## src/rtl/dmsc_pkg.sv

```systemverilog
// Shared types and constants of the RGGB bilinear demosaic.
package dmsc_pkg;

   localparam int unsigned CSR_INDEX_W = 1;

   // Register indexes of the configuration port
   localparam logic [CSR_INDEX_W-1:0] REG_FRAME_WIDTH  = 1'b0;
   localparam logic [CSR_INDEX_W-1:0] REG_FRAME_HEIGHT = 1'b1;

   localparam logic [11:0] FRAME_WIDTH_RST  = 12'd1440;
   localparam logic [11:0] FRAME_HEIGHT_RST = 12'd1080;

   // Position of a request inside the frame, decoded once at acceptance
   typedef struct packed {
      logic prev_row;    // row >= 1
      logic prev2_row;   // row >= 2
      logic last_row;
      logic prev_col;    // col >= 1
      logic prev2_col;   // col >= 2
      logic last_col;
   } pos_flags_type;

   typedef struct packed {
      logic [7:0] red;
      logic [7:0] green;
      logic [7:0] blue;
      logic       run_last;
      logic       frame_done;
   } result_type;

endpackage

```

## src/rtl/dmsc_window.sv

```systemverilog
// Window stage: column history, edge clamping, result sequencing and interpolation.
module dmsc_window #(
   parameter int unsigned CW = 11,
   parameter int unsigned RW = 11
) (
   input  logic                   clock,
   input  logic                   reset,
   input  logic                   load,
   input  logic [CW-1:0]          ld_col,
   input  logic [RW-1:0]          ld_row,
   input  logic [1:0]             ld_slot,
   input  logic [7:0]             ld_pixel,
   input  dmsc_pkg::pos_flags_type ld_flags,
   input  logic [2:0][7:0]        rd_data,
   input  logic                   out_free,
   output logic                   take,
   output logic                   res_valid,
   output logic [CW-1:0]          res_col,
   output logic [RW-1:0]          res_row,
   output dmsc_pkg::result_type   res
);

   // Raw column: u = row j-2, m = row j-1, d = row j
   typedef struct packed {
      logic [7:0] u;
      logic [7:0] m;
      logic [7:0] d;
   } col_type;

   logic                    s1_valid_ff, s1_valid_in;
   logic [CW-1:0]           col_ff;
   logic [RW-1:0]           row_ff;
   logic [1:0]              slot_ff;
   logic [7:0]              pixel_ff;
   dmsc_pkg::pos_flags_type flags_ff;
   logic                    row_sel_ff, row_sel_in;
   logic                    col_sel_ff, col_sel_in;
   col_type                 cola_ff, colb_ff;

   col_type cur_col, lraw, craw, rraw, lwin, cwin, rwin;
   logic    has_results, can_col_adv, can_row_adv, last_sub, done;
   logic    up_ok, even_row, even_col;

   function automatic col_type vclamp(input col_type raw, input logic cur_row,
                                      input logic up_ok_i);
      col_type v;
      if (cur_row) begin
         v.u = up_ok_i ? raw.m : raw.d;
         v.m = raw.d;
         v.d = raw.d;
      end else begin
         v.u = up_ok_i ? raw.u : raw.m;
         v.m = raw.m;
         v.d = raw.d;
      end
      return v;
   endfunction

   function automatic dmsc_pkg::result_type interp(input col_type l, input col_type c,
                                                   input col_type r, input logic er,
                                                   input logic ec);
      dmsc_pkg::result_type o;
      logic [9:0] cross_sum;
      logic [9:0] diag;
      logic [8:0] horiz;
      logic [8:0] vert;
      cross_sum = 10'(l.m) + 10'(r.m) + 10'(c.u) + 10'(c.d);
      diag  = 10'(l.u) + 10'(r.u) + 10'(l.d) + 10'(r.d);
      horiz = 9'(l.m) + 9'(r.m);
      vert  = 9'(c.u) + 9'(c.d);
      o = '0;
      if (er && ec) begin
         o.red = c.m;        o.green = cross_sum[9:2]; o.blue = diag[9:2];
      end else if (er) begin
         o.red = horiz[8:1]; o.green = c.m;            o.blue = vert[8:1];
      end else if (ec) begin
         o.red = vert[8:1];  o.green = c.m;            o.blue = horiz[8:1];
      end else begin
         o.red = diag[9:2];  o.green = cross_sum[9:2]; o.blue = c.m;
      end
      return o;
   endfunction

   // Pick the two earlier rows out of the slot ring
   always_comb begin
      cur_col.d = pixel_ff;
      case (slot_ff)
         2'd0: begin cur_col.u = rd_data[1]; cur_col.m = rd_data[2]; end
         2'd1: begin cur_col.u = rd_data[2]; cur_col.m = rd_data[0]; end
         2'd2: begin cur_col.u = rd_data[0]; cur_col.m = rd_data[1]; end
         default: begin cur_col.u = rd_data[1]; cur_col.m = rd_data[2]; end
      endcase
   end

   assign has_results = (flags_ff.prev_row || flags_ff.last_row) &&
                        (flags_ff.prev_col || flags_ff.last_col);
   assign can_col_adv = !col_sel_ff && flags_ff.last_col;
   assign can_row_adv = !row_sel_ff && flags_ff.last_row;
   assign last_sub    = !can_col_adv && !can_row_adv;
   assign res_valid   = s1_valid_ff && has_results && out_free;
   assign done        = s1_valid_ff && (!has_results || (out_free && last_sub));
   assign take        = !s1_valid_ff || done;

   // Horizontal clamp, then vertical clamp of each window column
   always_comb begin
      if (col_sel_ff) begin
         lraw = flags_ff.prev_col ? colb_ff : cur_col;
         craw = cur_col;
      end else begin
         lraw = flags_ff.prev2_col ? cola_ff : colb_ff;
         craw = colb_ff;
      end
      rraw  = cur_col;
      up_ok = row_sel_ff ? flags_ff.prev_row : flags_ff.prev2_row;
      lwin  = vclamp(lraw, row_sel_ff, up_ok);
      cwin  = vclamp(craw, row_sel_ff, up_ok);
      rwin  = vclamp(rraw, row_sel_ff, up_ok);
      even_row = !(row_ff[0] ^ !row_sel_ff);
      even_col = !(col_ff[0] ^ !col_sel_ff);
      res = interp(lwin, cwin, rwin, even_row, even_col);
      res.run_last   = last_sub;
      res.frame_done = col_sel_ff && flags_ff.last_col && row_sel_ff && flags_ff.last_row;
      res_col = col_sel_ff ? col_ff : col_ff - CW'(1);
      res_row = row_sel_ff ? row_ff : row_ff - RW'(1);
   end

   // Walk the results of one request: along the row first, then to the next row
   always_comb begin
      s1_valid_in = s1_valid_ff;
      row_sel_in  = row_sel_ff;
      col_sel_in  = col_sel_ff;
      if (load) begin
         s1_valid_in = 1'b1;
         row_sel_in  = !ld_flags.prev_row;
         col_sel_in  = !ld_flags.prev_col;
      end else begin
         if (done) begin
            s1_valid_in = 1'b0;
         end
         if (res_valid && !last_sub) begin
            if (can_col_adv) begin
               col_sel_in = 1'b1;
            end else begin
               row_sel_in = 1'b1;
               col_sel_in = !flags_ff.prev_col;
            end
         end
      end
   end

   always_ff @(posedge clock) begin
      if (reset) begin
         s1_valid_ff <= 1'b0;
         row_sel_ff  <= 1'b0;
         col_sel_ff  <= 1'b0;
      end else begin
         s1_valid_ff <= s1_valid_in;
         row_sel_ff  <= row_sel_in;
         col_sel_ff  <= col_sel_in;
      end
   end

   always_ff @(posedge clock) begin
      if (load) begin
         col_ff   <= ld_col;
         row_ff   <= ld_row;
         slot_ff  <= ld_slot;
         pixel_ff <= ld_pixel;
         flags_ff <= ld_flags;
      end
      if (done) begin
         colb_ff <= cur_col;
         cola_ff <= colb_ff;
      end
   end

endmodule

```

## config.mk

```make
export PLATFORM = sky130hd
export DESIGN_NAME = dmsc_window
export DESIGN_NICKNAME = d
export VERILOG_FILES = /design/src/rtl/dmsc_pkg.sv /design/src/rtl/dmsc_window.sv
export SDC_FILE = /design/constraint.sdc
export NUM_CORES = 1
export LEC_CHECK = 0
export BUFFER_PORTS_ARGS = -buffer_cell sky130_fd_sc_hd__buf_2
export CAP_MARGIN = 20
export CORE_MARGIN = 8
export CORE_UTILIZATION = 40
export CTS_CLUSTER_SIZE = 24
export DETAILED_ROUTE_END_ITERATION = 8
export PLACE_DENSITY_LB_ADDON = 0.08
export SLEW_MARGIN = 40
export SYNTH_ARGS = -nofsm -noshare
export SYNTH_HDL_FRONTEND = slang
export SYNTH_SLANG_ARGS = --single-unit
```

## constraint.sdc

```tcl
create_clock -name clock -period 18.9 [get_ports clock]
set_input_delay 4.725 -clock clock [delete_from_list [all_inputs] [get_ports clock]]
set_output_delay 4.725 -clock clock [all_outputs]
set_load 0.02 [all_outputs]
```

==> insert_results.sql, run 1 <==
INSERT INTO impl_metrics (metric_group, metric, value, unit) VALUES
('cts', 'sinks_on_the_clock_net', '89', ''),
('cts', 'tritoncts', 'built', ''),
('global_routing', 'gr-usage-met3', '2.92', '%'),
('sta', 'timing.slew.headroom', '44.2', '%'),
('worst_setup_path', 'path_cells', 'buf_2 -> a22oi_1 -> o21ai_0 -> mux2i_1 -> a21oi_1 -> nand2_1 -> o211ai_1 -> o21ai_0 -> fa_1 -> inv_1 -> fa_1 -> nand3b_1 -> fa_1 -> nor2b_1 -> o21ai_0 -> a21boi_0 -> o21a_1 -> nor2_1 -> xnor2_1 -> mux4_2 -> buf_2', ''),
('worst_setup_path', 'sort_of_element_at_the_end_of_the_critical_path', 'output port', ''),
('cts', 'tritoncts.num_buffers', '9', ''),
('final_layout', 'final-instance-count-excl-fill', '1231', ''),
('synth', 'synth.largest_area_cell', 'sky130_fd_sc_hd__edfxtp_1', ''),
('sta', 'timing.final.crit_share', '73.5', '%'),
('worst_setup_path', 'worst-endpoint-required', '14.18', 'ns'),
('final_layout', 'regArea', '0.00265', 'mm2'),
('sta', 'hold_viol_final', '0', ''),
('die', 'ioPinCount', '116', ''),
('cts', 'clock_path_buffers', '2', ''),
('outcome', 'outcome', 'finished clean', ''),
('synth', 'synth.area.top_cells', 'sky130_fd_sc_hd__edfxtp_1 32%, sky130_fd_sc_hd__fa_1 8.5%, sky130_fd_sc_hd__ha_1 5.0%, sky130_fd_sc_hd__mux2i_1 5.0%, sky130_fd_sc_hd__nand2_1 4.8%', ''),
('pwr', 'total_power', '1.10', 'mW'),
('final_layout', 'multiInputGateArea', '0.00488', 'mm2'),
('synth', 'post_synth_num_cell_types', '63', ''),
('die', 'row_count', '52', ''),
('global_routing', 'grt_use_total', '17.8', '%'),
('worst_setup_path', 'slowest_stage', 'sky130_fd_sc_hd__fa_1', ''),
('routing', 'detail_route.vias_per_cell', '5.26', ''),
('synth', 'synth_area', '0.00805', 'mm2'),
('min_path', 'worstHoldPathType', 'flop to flop', ''),
('routing', 'dr.pass1.iters', '7', ''),
('placement', 'detailed_place_hpwl', '16.2', 'mm'),
('worst_setup_path', 'path_class', 'input port to output port', ''),
('routing', 'ant_nets', '0', ''),
('final_layout', 'nets', '1088', ''),
('die', 'die_width', '158', 'um'),
('cts', 'post_cts_sizing', '0', ''),
('synth', 'mean_area_per_synthesized_cell', '9.23', 'um2'),
('routing', 'routed-via-count', '6474', ''),
('global_routing', 'first_global_vias', '6667', ''),
('routing', 'drt_drc_violations_left', '0', ''),
('routing', 'drt_iter0_markers', '301', ''),
('final_layout', 'highest_count_cells_in_the_layout_ignoring_fill_and_taps', '114 x sky130_fd_sc_hd__buf_2, 102 x sky130_fd_sc_hd__nand2_1, 90 x sky130_fd_sc_hd__inv_1', ''),
('die', 'fp.coreArea', '0.0200', 'mm2'),
('die', 'chipHeight', '158', 'um'),
('cts', 'clock_tree.root_cell', 'sky130_fd_sc_hd__clkbuf_16', ''),
('sta', 'worst-slew-pin-transition', '0.837', 'ns'),
('synth', 'synth-adder-area-share', '13.4', '%'),
('sta', 'fmax', '0.0720', 'GHz'),
('worst_setup_path', 'cpPeakStageDelay', '0.56', 'ns'),
('synth', 'synth_top_flop_cell', 'sky130_fd_sc_hd__edfxtp_1', ''),
('sta', 'slew_viol_final', '0', ''),
('global_routing', 'use_met2', '32.4', '%'),
('sta', 'final.min_clock_period', '13.88', 'ns'),
('global_routing', 'grt_pass1_wl', '34.7', 'mm'),
('synth', 'synth.ff_latch_count', '89', ''),
('routing', 'drt-wirelength-per-cell', '17.3', 'um'),
('global_routing', 'largest_net_degree_at_the_start_of_global_routing', '77', ''),
('global_routing', 'globalRouteMet1Util', '20.9', '%'),
('sta', 'fin_setup_tns', '0', 'ns'),
('synth', 'synth-edff-count', '86', ''),
('final_layout', 'drive_gt1_share', '18.8', '%'),
('pwr', 'power_per_cell_area', '119', 'mW/mm2'),
('pwr', 'leakagePower', '3.84', 'nW'),
('placement', 'post-place-cells', '1215', ''),
('synth', 'synth_top_area_share', '32.1', '%'),
('cts', 'post_cts_buffers', '0', ''),
('synth', 'async_flop_share', '0', '%'),
('placement', 'place_congestion', '0.807', ''),
('synth', 'syn-num-nets', '1004', ''),
('synth', 'dominant_combinational_cell_family_by_area_after_synthesis', 'compound AO/OA/AOI/OAI gates', ''),
('worst_setup_path', 'crit_fanout', '4', ''),
('cts', 'ctsHoldBuffers', '0', ''),
('global_routing', 'globalRoute.busiestLayer', 'met2', ''),
('final_layout', 'layout_commonest_cell', 'sky130_fd_sc_hd__buf_2', '');
==> routing by layer <==
layer | wire length, um | vias up
met5 | 0 | -
met3 | 657 | 23
li1 | - | 3265
met4 | 489 | 0
met2 | 10900 | 127
met1 | 9200 | 3059
==> flip-flops by register name, indices dropped and copies added (netlist names) <==
name / count
cola_ff: 24
colb_ff: 24
col_ff: 11
row_ff: 11
pixel_ff: 8
flags_ff: 6
slot_ff: 2
col_sel_ff: 1
row_sel_ff: 1
s1_valid_ff: 1
==> critical path, delay by kind of cell <==
kind / cells / cell delay [ns]
XOR/XNOR: 1 / 0.16
AND/OR/NAND/NOR: 4 / 0.35
adder cells (fa/ha/maj): 3 / 1.50
multiplexers: 2 / 0.61
AO/OA/AOI/OAI: 8 / 1.49
buffers and inverters: 3 / 0.31
==> kinds of logic after synthesis <==
family	Yosys count
AOI/OAI and AO/OA	248
xor gates and xnor gates	40
adders and majority gates	66
buffers and inverters	144
DFF	89
muxes	69
and+or+nand+nor	216
==> worst paths after layout <==
path                           startpoint                    end  slack (ns)  depth (start not counted)
setup / recovery              rd_data[17]                res[23]        5.02                         21
hold / removal      colb_ff[21]$_DFFE_PP_  cola_ff[21]$_DFFE_PP_        0.50                          0
setup reg to reg  col_sel_ff$_SDFFE_PP0P_  cola_ff[14]$_DFFE_PP_       15.46                          6
hold reg to reg     colb_ff[21]$_DFFE_PP_  cola_ff[21]$_DFFE_PP_        0.50                          0
==> synth_stat cells (2+ instances only) <==
| library cell | instances |
|---|---|
| sky130_fd_sc_hd__a211o_1 | 3 |
| sky130_fd_sc_hd__a211oi_1 | 27 |
| sky130_fd_sc_hd__a21boi_0 | 2 |
| sky130_fd_sc_hd__a21o_1 | 6 |
| sky130_fd_sc_hd__a21oi_1 | 64 |
| sky130_fd_sc_hd__a22o_1 | 2 |
| sky130_fd_sc_hd__a22oi_1 | 15 |
| sky130_fd_sc_hd__a31oi_1 | 4 |
| sky130_fd_sc_hd__and2_1 | 3 |
| sky130_fd_sc_hd__buf_1 | 16 |
| sky130_fd_sc_hd__buf_2 | 3 |
| sky130_fd_sc_hd__clkbuf_1 | 31 |
| sky130_fd_sc_hd__dfxtp_1 | 3 |
| sky130_fd_sc_hd__edfxtp_1 | 86 |
| sky130_fd_sc_hd__fa_1 | 34 |
| sky130_fd_sc_hd__ha_1 | 32 |
| sky130_fd_sc_hd__inv_1 | 90 |
| sky130_fd_sc_hd__mux2_2 | 16 |
| sky130_fd_sc_hd__mux2i_1 | 40 |
| sky130_fd_sc_hd__mux4_2 | 13 |
| sky130_fd_sc_hd__nand2_1 | 102 |
| sky130_fd_sc_hd__nand2b_1 | 5 |
| sky130_fd_sc_hd__nand3_1 | 4 |
| sky130_fd_sc_hd__nand3b_1 | 2 |
| sky130_fd_sc_hd__nor2_1 | 50 |
| sky130_fd_sc_hd__nor2b_1 | 28 |
| sky130_fd_sc_hd__nor3_1 | 5 |
| sky130_fd_sc_hd__nor3b_1 | 2 |
| sky130_fd_sc_hd__nor4_1 | 6 |
| sky130_fd_sc_hd__nor4b_1 | 2 |
| sky130_fd_sc_hd__o211ai_1 | 22 |
| sky130_fd_sc_hd__o21a_1 | 14 |
| sky130_fd_sc_hd__o21ai_0 | 66 |
| sky130_fd_sc_hd__o21bai_1 | 6 |
| sky130_fd_sc_hd__o41ai_1 | 2 |
| sky130_fd_sc_hd__xnor2_1 | 23 |
| sky130_fd_sc_hd__xor2_1 | 17 |
==> through the flow <==
step	setup WS [ns]	area [um2]
global placement	5.06	8850
finish	5.02	9190
floorplan	5.59	8050
global route	4.54	9190
detailed placement	4.99	8860
CTS	4.96	9180
==> layout make-up <==
type | instances | area share (%)
inverter | 92 | 3.76
sequential | 89 | 28.8
multi-input combinational | 639 | 53.1
timing repair buffer | 125 | 7.11
clock buffer | 9 | 2.45
clock inverter | 7 | 1.09
tap | 270 | 3.68
==> where the power goes <==
group          leakage, nW  switching (mW)  internal (mW)  total (mW)
Clock                0.161          0.0830          0.118       0.201
Sequential           0.844          0.0123          0.233       0.246
Combinational         2.83           0.379          0.270       0.649
(Power assumes the default switching activity.)
==> run 2: changes to the inputs <==
--- a/config.mk
+++ b/config.mk
@@ -5,6 +5,7 @@
 export SDC_FILE = /design/constraint.sdc
 export NUM_CORES = 1
 export LEC_CHECK = 0
+export ABC_AREA = 1
 export BUFFER_PORTS_ARGS = -buffer_cell sky130_fd_sc_hd__buf_2
 export CAP_MARGIN = 20
 export CORE_MARGIN = 8
==> constraint.sdc (replaced) <==
create_clock -name clock -period 14.3 [get_ports clock]
set_input_delay 3.575 -clock clock [delete_from_list [all_inputs] [get_ports clock]]
set_output_delay 3.575 -clock clock [all_outputs]
set_load 0.02 [all_outputs]
==> insert_results.sql, run 2 <==
INSERT INTO impl_metrics (metric_group, metric, value, unit) VALUES
('min_path', 'worst_hold_path.endpoint', 'cola_ff[16]$_DFFE_PP_', ''),
('cts', 'ctsHoldBuffers', '0', ''),
('global_routing', 'grt.overflow.total', '0', ''),
('final_layout', 'largest_regs', 'cola_ff x24, colb_ff x24', ''),
('min_path', 'hold_depth', '0', ''),
('die', 'die_width', '160', 'um'),
('cts', 'tritoncts.num_buffers', '9', ''),
('sta', 'hold_viol_final', '0', ''),
('cts', 'post_cts_sizing', '0', ''),
('synth', 'synth-adder-area-share', '13.0', '%'),
('synth', 'proportion_of_synthesized_area_in_mux_cells', '0', '%'),
('routing', 'drt-wirelength-per-cell', '17.0', 'um'),
('cts', 'worst_setup_hold_path_clk_slew', '0.07', 'ns'),
('cts', 'worst_skew_pair.late_latency', '0.36', 'ns'),
('sta', 'worst-slew-pin-transition', '0.791', 'ns'),
('final_layout', 'layout_commonest_cell', 'sky130_fd_sc_hd__nand2_1', ''),
('sta', 'slew_viol_final', '0', ''),
('sta', 'final.min_clock_period', '11.55', 'ns'),
('global_routing', 'first_global_vias', '7535', ''),
('routing', 'routed-via-count', '7560', ''),
('final_layout', 'final-instance-count-excl-fill', '1451', ''),
('flow_run', 'cap_violations', '0', ''),
('routing', 'met2WireLength', '12.2', 'mm'),
('final_layout', 'area_growth_syn_to_layout', '12.3', '%'),
('global_routing', 'grt_use_total', '19.2', '%'),
('synth', 'synth-compound-area-share', '19.9', '%'),
('sta', 'fmax', '0.0866', 'GHz'),
('routing', 'wl_met1', '10.8', 'mm'),
('final_layout', 'highest_count_cells_in_the_layout_ignoring_fill_and_taps', '219 x sky130_fd_sc_hd__nand2_1, 162 x sky130_fd_sc_hd__inv_1, 114 x sky130_fd_sc_hd__buf_2', ''),
('placement', 'port_buffer_cells', '115', ''),
('sta', 'fin_setup_tns', '0', 'ns'),
('synth', 'post_synth_most_frequent_cells', '219 x sky130_fd_sc_hd__nand2_1, 163 x sky130_fd_sc_hd__inv_1, 86 x sky130_fd_sc_hd__edfxtp_1', ''),
('cts', 'clock_tree.root_cell', 'sky130_fd_sc_hd__clkbuf_16', ''),
('die', 'chipHeight', '160', 'um'),
('final_layout', 'final_cell_area', '0.00937', 'mm2'),
('cts', 'post_cts_buffers', '0', ''),
('pwr', 'irDropWorstVdd', '0.0727', 'mV'),
('sta', 'timing.slew.headroom', '46.7', '%'),
('synth', 'syn-num-nets', '1215', ''),
('sta', 'timing.final.crit_share', '80.8', '%'),
('synth', 'dominant_combinational_cell_family_by_area_after_synthesis', 'simple AND/OR/NAND/NOR gates', ''),
('cts', 'clock_path_buffers', '2', ''),
('synth', 'mean_area_per_synthesized_cell', '7.71', 'um2'),
('synth', 'synth_warnings', '0', ''),
('routing', 'dr.pass1.iters', '5', ''),
('cts', 'sinks_on_the_clock_net', '89', ''),
('worst_setup_path', 'worst-endpoint-required', '10.72', 'ns'),
('synth', 'post_synth_num_cell_types', '56', ''),
('worst_setup_path', 'sort_of_element_at_the_end_of_the_critical_path', 'output port', ''),
('synth', 'synth_top_area_share', '30.9', '%'),
('worst_setup_path', 'crit_fanout', '5', ''),
('final_layout', 'num_antenna_cells', '0', ''),
('routing', 'topRoutingLayerUsed', 'met4', ''),
('synth', 'synth-edff-count', '86', ''),
('routing', 'drt_iter0_markers', '447', ''),
('final_layout', 'finish.utilization', '45.2', '%'),
('placement', 'post-place-cells', '1435', ''),
('routing', 'finalWirelength', '24.7', 'mm'),
('final_layout', 'drive_gt1_share', '18.4', '%'),
('sta', 'final-setup-viol-count', '0', ''),
('routing', 'route.met3.wl', '992', 'um'),
('global_routing', 'largest_net_degree_at_the_start_of_global_routing', '52', ''),
('placement', 'detailed_place_hpwl', '19.2', 'mm'),
('final_layout', 'nFillCells', '2127', ''),
('pwr', 'total_power', '1.46', 'mW'),
('placement', 'place_area', '0.00907', 'mm2'),
('worst_setup_path', 'r2r_setup_slack', '11.84', 'ns'),
('synth', 'synth_top_flop_cell', 'sky130_fd_sc_hd__edfxtp_1', ''),
('worst_setup_path', 'crit-reg2reg-launch', 'col_sel_ff$_SDFFE_PP0P_', ''),
('die', 'fp.coreArea', '0.0208', 'mm2'),
('synth', 'synth.largest_area_cell', 'sky130_fd_sc_hd__edfxtp_1', ''),
('routing', 'ant_nets', '0', ''),
('outcome', 'outcome', 'finished clean', ''),
('final_layout', 'nets', '1303', ''),
('synth', 'synthMostInstantiatedCell', 'sky130_fd_sc_hd__nand2_1', ''),
('placement', 'place_congestion', '0.875', ''),
('synth', 'synth-simple-area-share', '21.3', '%'),
('synth', 'synth_area', '0.00835', 'mm2'),
('cts', 'tritoncts', 'built', ''),
('worst_setup_path', 'cp_data_arrival_time', '7.98', 'ns'),
('sta', 'final_setup_skew', '0.0101', 'ns'),
('die', 'area_of_the_die', '0.0257', 'mm2'),
('synth', 'synth.ff_latch_count', '89', ''),
('die', 'ioPinCount', '116', ''),
('routing', 'detail_route.vias_per_cell', '5.21', ''),
('global_routing', 'grt_pass1_wl', '39.5', 'mm'),
('pwr', 'power_per_cell_area', '156', 'mW/mm2'),
('synth', 'synthesis.instances', '1083', ''),
('die', 'floorplan.initialDensity', '40.2', '%'),
('min_path', 'hp-start', 'colb_ff[16]$_DFFE_PP_', ''),
('routing', 'drt_drc_violations_left', '0', ''),
('worst_setup_path', 'cp-startpoint', 'rd_data[9]', ''),
('global_routing', 'antenna_found_initial', '0', ''),
('die', 'row_count', '53', ''),
('min_path', 'worstHoldPathType', 'flop to flop', ''),
('pwr', 'leakagePower', '4.36', 'nW'),
('sta', 'rsz0062_at_grt', 'no', ''),
('worst_setup_path', 'crit_path_start_kind', 'input port', ''),
('synth', 'synth.area.top_cells', 'sky130_fd_sc_hd__edfxtp_1 31%, sky130_fd_sc_hd__nand2_1 9.8%, sky130_fd_sc_hd__fa_1 8.2%, sky130_fd_sc_hd__inv_1 7.3%, sky130_fd_sc_hd__o21ai_0 5.1%', ''),
('synth', 'proportion_of_synthesized_chip_area_in_sequential_cells', '31.7', '%'),
('worst_setup_path', 'timing.rr.end', 'cola_ff[10]$_DFFE_PP_', ''),
('worst_setup_path', 'path_class', 'input port to output port', ''),
('worst_setup_path', 'r2r.worst_path.cells', '8', ''),
('cts', 'htree_levels', '3', ''),
('synth', 'async_flop_share', '0', '%'),
('synth', 'xor_xnor_share_of_the_synthesized_area', '2.92', '%');
## run 2: cell types whose count changed after synthesis, moves of 18 or more
cell / before / now
sky130_fd_sc_hd__nand2_1: 102 / 219
sky130_fd_sc_hd__inv_1: 90 / 163
sky130_fd_sc_hd__nand3_1: 4 / 59
sky130_fd_sc_hd__mux2i_1: 40 / 0
sky130_fd_sc_hd__nor2b_1: 28 / 0
sky130_fd_sc_hd__a211oi_1: 27 / 2
sky130_fd_sc_hd__o21ai_1: 1 / 24
sky130_fd_sc_hd__o22ai_1: 1 / 23
sky130_fd_sc_hd__nor2_1: 50 / 71
sky130_fd_sc_hd__o21ai_2: 0 / 21
sky130_fd_sc_hd__o21ai_0: 66 / 85
sky130_fd_sc_hd__clkbuf_1: 31 / 13
## run 2: through the flow
stage	hold WS, ns	worst slack, ns
floorplan	0.426	3.37
global placement	0.431	2.90
detailed placement	0.437	2.82
CTS	0.456	2.80
global route	0.473	2.37
finish	0.454	2.75
## run 2: kinds of logic (layout without fill, tap and decap cells)
group | after synthesis | after routing
and+or+nand+nor | 400 | 400
AOI/OAI and AO/OA | 276 | 276
buffers and inverters | 225 | 318
DFF | 89 | 89
adders and majority gates | 66 | 66
xor gates and xnor gates | 27 | 27
## run 2: how the worst max path moves through the flow
| stage | to | slack [ns] | cells past startpoint |
|---|---|---|---|
| global placement | res[25] | 2.90 | 25 |
| global route | res[25] | 2.37 | 25 |
| CTS | res[25] | 2.80 | 25 |
| finish | res[25] | 2.75 | 25 |
| detailed placement | res[25] | 2.82 | 25 |
| floorplan | res[25] | 3.37 | 23 |
## run 2: final cells by class
cell class / count / area, um2 / share of cell area (%)
Timing Repair Buffer: 124 / 646 / 6.89
Tap cell: 275 / 344 / 3.67
Sequential cell: 89 / 2640 / 28.2
Clock buffer: 9 / 225 / 2.40
Clock inverter: 7 / 75.1 / 0.801
Multi-Input combinational cell: 769 / 4770 / 50.9
Inverter: 178 / 668 / 7.13
## run 2: layer usage
| metal | GRT usage, % | vias up |
|---|---|---|
| met5 | 0 | - |
| met2 | 33.8 | 177 |
| met3 | 3.33 | 39 |
| li1 | - | 3794 |
| met1 | 23.2 | 3550 |
| met4 | 6.88 | 0 |
## run 2: report_power, final
part / leakage [nW] / internal [mW] / total [mW] / switching (mW)
logic: 3.38 / 0.314 / 0.900 / 0.586
clock network: 0.143 / 0.123 / 0.238 / 0.115
registers: 0.842 / 0.309 / 0.320 / 0.0116
## run 2: worst max-delay path, stage by stage
cell,delay (ns)
sky130_fd_sc_hd__buf_2,0.07
sky130_fd_sc_hd__inv_1,0.05
sky130_fd_sc_hd__o22ai_1,0.16
sky130_fd_sc_hd__nand2_1,0.11
sky130_fd_sc_hd__o21ai_4,0.14
sky130_fd_sc_hd__nand2_1,0.10
sky130_fd_sc_hd__a22oi_2,0.15
sky130_fd_sc_hd__o21ai_1,0.12
sky130_fd_sc_hd__o21ai_1,0.16
sky130_fd_sc_hd__inv_1,0.08
sky130_fd_sc_hd__fa_1,0.51
sky130_fd_sc_hd__inv_1,0.06
sky130_fd_sc_hd__fa_1,0.53
sky130_fd_sc_hd__inv_1,0.04
sky130_fd_sc_hd__nor2_1,0.19
sky130_fd_sc_hd__nand2_1,0.10
sky130_fd_sc_hd__fa_1,0.40
sky130_fd_sc_hd__o21ai_0,0.31
sky130_fd_sc_hd__a21oi_1,0.16
sky130_fd_sc_hd__o21bai_1,0.29
sky130_fd_sc_hd__a21oi_1,0.11
sky130_fd_sc_hd__o21bai_1,0.19
sky130_fd_sc_hd__nand2_1,0.07
sky130_fd_sc_hd__a31oi_1,0.12
sky130_fd_sc_hd__buf_2,0.18
==> run 3: changes to the inputs <==
==> constraint.sdc (replaced) <==
create_clock -name clock -period 10.88 [get_ports clock]
set_input_delay 2.72 -clock clock [delete_from_list [all_inputs] [get_ports clock]]
set_output_delay 2.72 -clock clock [all_outputs]
set_load 0.02 [all_outputs]
==> insert_results.sql, run 3 (synthesized netlist as in run 2, its figures left out) <==
INSERT INTO impl_metrics (metric_group, metric, value, unit) VALUES
('routing', 'met2WireLength', '12.0', 'mm'),
('global_routing', 'largest_net_degree_at_the_start_of_global_routing', '49', ''),
('worst_setup_path', 'worst-endpoint-required', '8.16', 'ns'),
('cts', 'worst_skew_pair.late_latency', '0.35', 'ns'),
('cts', 'htree_levels', '3', ''),
('final_layout', 'final_cell_area', '0.00938', 'mm2'),
('cts', 'clock_tree.root_cell', 'sky130_fd_sc_hd__clkbuf_16', ''),
('sta', 'timing.final.crit_share', '89.9', '%'),
('sta', 'timing.slew.headroom', '49.8', '%'),
('sta', 'final_setup_skew', '0.0106', 'ns'),
('pwr', 'leakagePower', '4.37', 'nW'),
('worst_setup_path', 'sort_of_element_at_the_end_of_the_critical_path', 'output port', ''),
('cts', 'tritoncts', 'built', ''),
('die', 'chipHeight', '160', 'um'),
('sta', 'slew_viol_final', '0', ''),
('cts', 'worst_setup_hold_path_clk_slew', '0.06', 'ns'),
('die', 'fp.coreArea', '0.0208', 'mm2'),
('final_layout', 'largest_regs', 'cola_ff x24, colb_ff x24', ''),
('cts', 'ctsHoldBuffers', '0', ''),
('routing', 'route.met3.wl', '850', 'um'),
('placement', 'port_buffer_cells', '115', ''),
('worst_setup_path', 'cpLargestDelayFamily', 'compound AO/OA/AOI/OAI gates', ''),
('pwr', 'power_per_cell_area', '206', 'mW/mm2'),
('die', 'ioPinCount', '116', ''),
('routing', 'finalWirelength', '24.6', 'mm'),
('routing', 'dr.pass1.iters', '5', ''),
('global_routing', 'antenna_found_initial', '0', ''),
('pwr', 'irDropWorstVdd', '0.0961', 'mV'),
('routing', 'routed-via-count', '7495', ''),
('cts', 'sinks_on_the_clock_net', '89', ''),
('flow_run', 'cap_violations', '0', ''),
('worst_setup_path', 'path_class', 'input port to output port', ''),
('worst_setup_path', 'r2r_setup_slack', '8.53', 'ns'),
('final_layout', 'drive_gt1_share', '18.5', '%'),
('placement', 'detailed_place_hpwl', '19.1', 'mm'),
('global_routing', 'grt.overflow.total', '0', ''),
('die', 'area_of_the_die', '0.0257', 'mm2'),
('final_layout', 'area_growth_syn_to_layout', '12.3', '%'),
('final_layout', 'layout_commonest_cell', 'sky130_fd_sc_hd__nand2_1', ''),
('sta', 'worst-slew-pin-transition', '0.746', 'ns'),
('worst_setup_path', 'cpPeakStageDelay', '0.53', 'ns'),
('final_layout', 'nets', '1303', ''),
('global_routing', 'grt_use_total', '19.6', '%'),
('die', 'floorplan.initialDensity', '40.2', '%'),
('die', 'row_count', '53', ''),
('cts', 'post_cts_buffers', '0', ''),
('sta', 'final-setup-viol-count', '0', ''),
('worst_setup_path', 'slowest_stage', 'sky130_fd_sc_hd__fa_1', ''),
('pwr', 'pwr-share-comb', '61.2', '%'),
('routing', 'drt_drc_violations_left', '0', ''),
('final_layout', 'highest_count_cells_in_the_layout_ignoring_fill_and_taps', '219 x sky130_fd_sc_hd__nand2_1, 162 x sky130_fd_sc_hd__inv_1, 114 x sky130_fd_sc_hd__buf_2', ''),
('sta', 'final.min_clock_period', '9.79', 'ns'),
('cts', 'post_cts_sizing', '0', ''),
('sta', 'fmax', '0.102', 'GHz'),
('cts', 'tritoncts.num_buffers', '9', ''),
('outcome', 'outcome', 'finished clean', ''),
('worst_setup_path', 'crit_path_start_kind', 'input port', ''),
('sta', 'rsz0062_at_grt', 'no', ''),
('pwr', 'p_int', '1.00', 'mW'),
('final_layout', 'num_antenna_cells', '0', ''),
('global_routing', 'grt_pass1_wl', '40.6', 'mm'),
('pwr', 'power.switching', '0.928', 'mW'),
('die', 'die_width', '160', 'um'),
('sta', 'fin_setup_tns', '0', 'ns'),
('placement', 'place_area', '0.00907', 'mm2'),
('worst_setup_path', 'critical_path_buf_inv_count', '6', ''),
('routing', 'drt_iter0_markers', '495', ''),
('sta', 'worst_hold_slack', '0.452', 'ns'),
('sta', 'hold_viol_final', '0', ''),
('pwr', 'clkPwrFrac', '16.9', '%'),
('cts', 'clock_path_buffers', '2', ''),
('final_layout', 'nFillCells', '2108', ''),
('pwr', 'sw_frac_of_total', '48.1', '%'),
('worst_setup_path', 'cp_data_arrival_time', '7.07', 'ns'),
('min_path', 'worstHoldPathType', 'flop to flop', ''),
('global_routing', 'first_global_vias', '7712', ''),
('routing', 'ant_nets', '0', ''),
('routing', 'wl_met1', '11.1', 'mm'),
('pwr', 'power.sequential.fraction', '21.9', '%'),
('routing', 'topRoutingLayerUsed', 'met4', ''),
('routing', 'drt-wirelength-per-cell', '17.0', 'um'),
('worst_setup_path', 'crit_fanout', '5', ''),
('placement', 'place_congestion', '0.874', ''),
('routing', 'detail_route.vias_per_cell', '5.17', '');
-- run 3: cell count changes in the layout (fill, tap and decap cells not counted), sizes merged --
cell / before / now
bufinv: 0 / 1
clkinvlp: 1 / 0
-- run 3: cell type report --
cell class	count	area (um2)	share of cell area, %
multi-input combinational	769	4770	50.9
sequential	89	2640	28.2
inverter	178	668	7.13
timing repair buffer	124	646	6.89
tap	275	344	3.67
clock buffer	9	225	2.40
clock inverter	7	76.3	0.814
-- run 3: final timing paths --
check                           from               endpoint  cells past startpoint
max                       rd_data[9]                res[25]                     25
min            colb_ff[12]$_DFFE_PP_  cola_ff[12]$_DFFE_PP_                      0
max reg2reg  row_sel_ff$_SDFFE_PP0P_   cola_ff[1]$_DFFE_PP_                      6
min reg2reg    colb_ff[12]$_DFFE_PP_  cola_ff[12]$_DFFE_PP_                      0
-- run 3: per-layer routing --
metal,track usage (%),vias up
met2,33.5,181
met5,0,-
li1,-,3796
met3,3.43,34
met4,6.24,0
met1,24.5,3484
-- run 3: power by group through the flow --
| stage | registers (mW) | clock network (mW) | logic, mW |
|---|---|---|---|
| after global routing | 0.426 | 0.346 | 1.35 |
| after floorplan | 0.424 | 0 | 0.864 |
| after global placement | 0.429 | 0 | 1.18 |
| after detailed placement | 0.430 | 0 | 1.18 |
| after CTS | 0.422 | 0.334 | 1.19 |
| final | 0.422 | 0.326 | 1.18 |
-- run 3: metrics by stage --
step / instances / total power [mW] / worst slack (ns) / util [%]
4_1_cts: 1451 / 1.94 / 1.10 / 45.2
3_5_place_dp: 1435 / 1.61 / 1.12 / 43.7
5_1_grt: 1451 / 2.12 / 0.757 / 45.2
3_3_place_gp: 1435 / 1.61 / 1.19 / 43.7
2_1_floorplan: 1083 / 1.29 / 1.66 / -
6_report: 1451 / 1.93 / 1.09 / 45.2
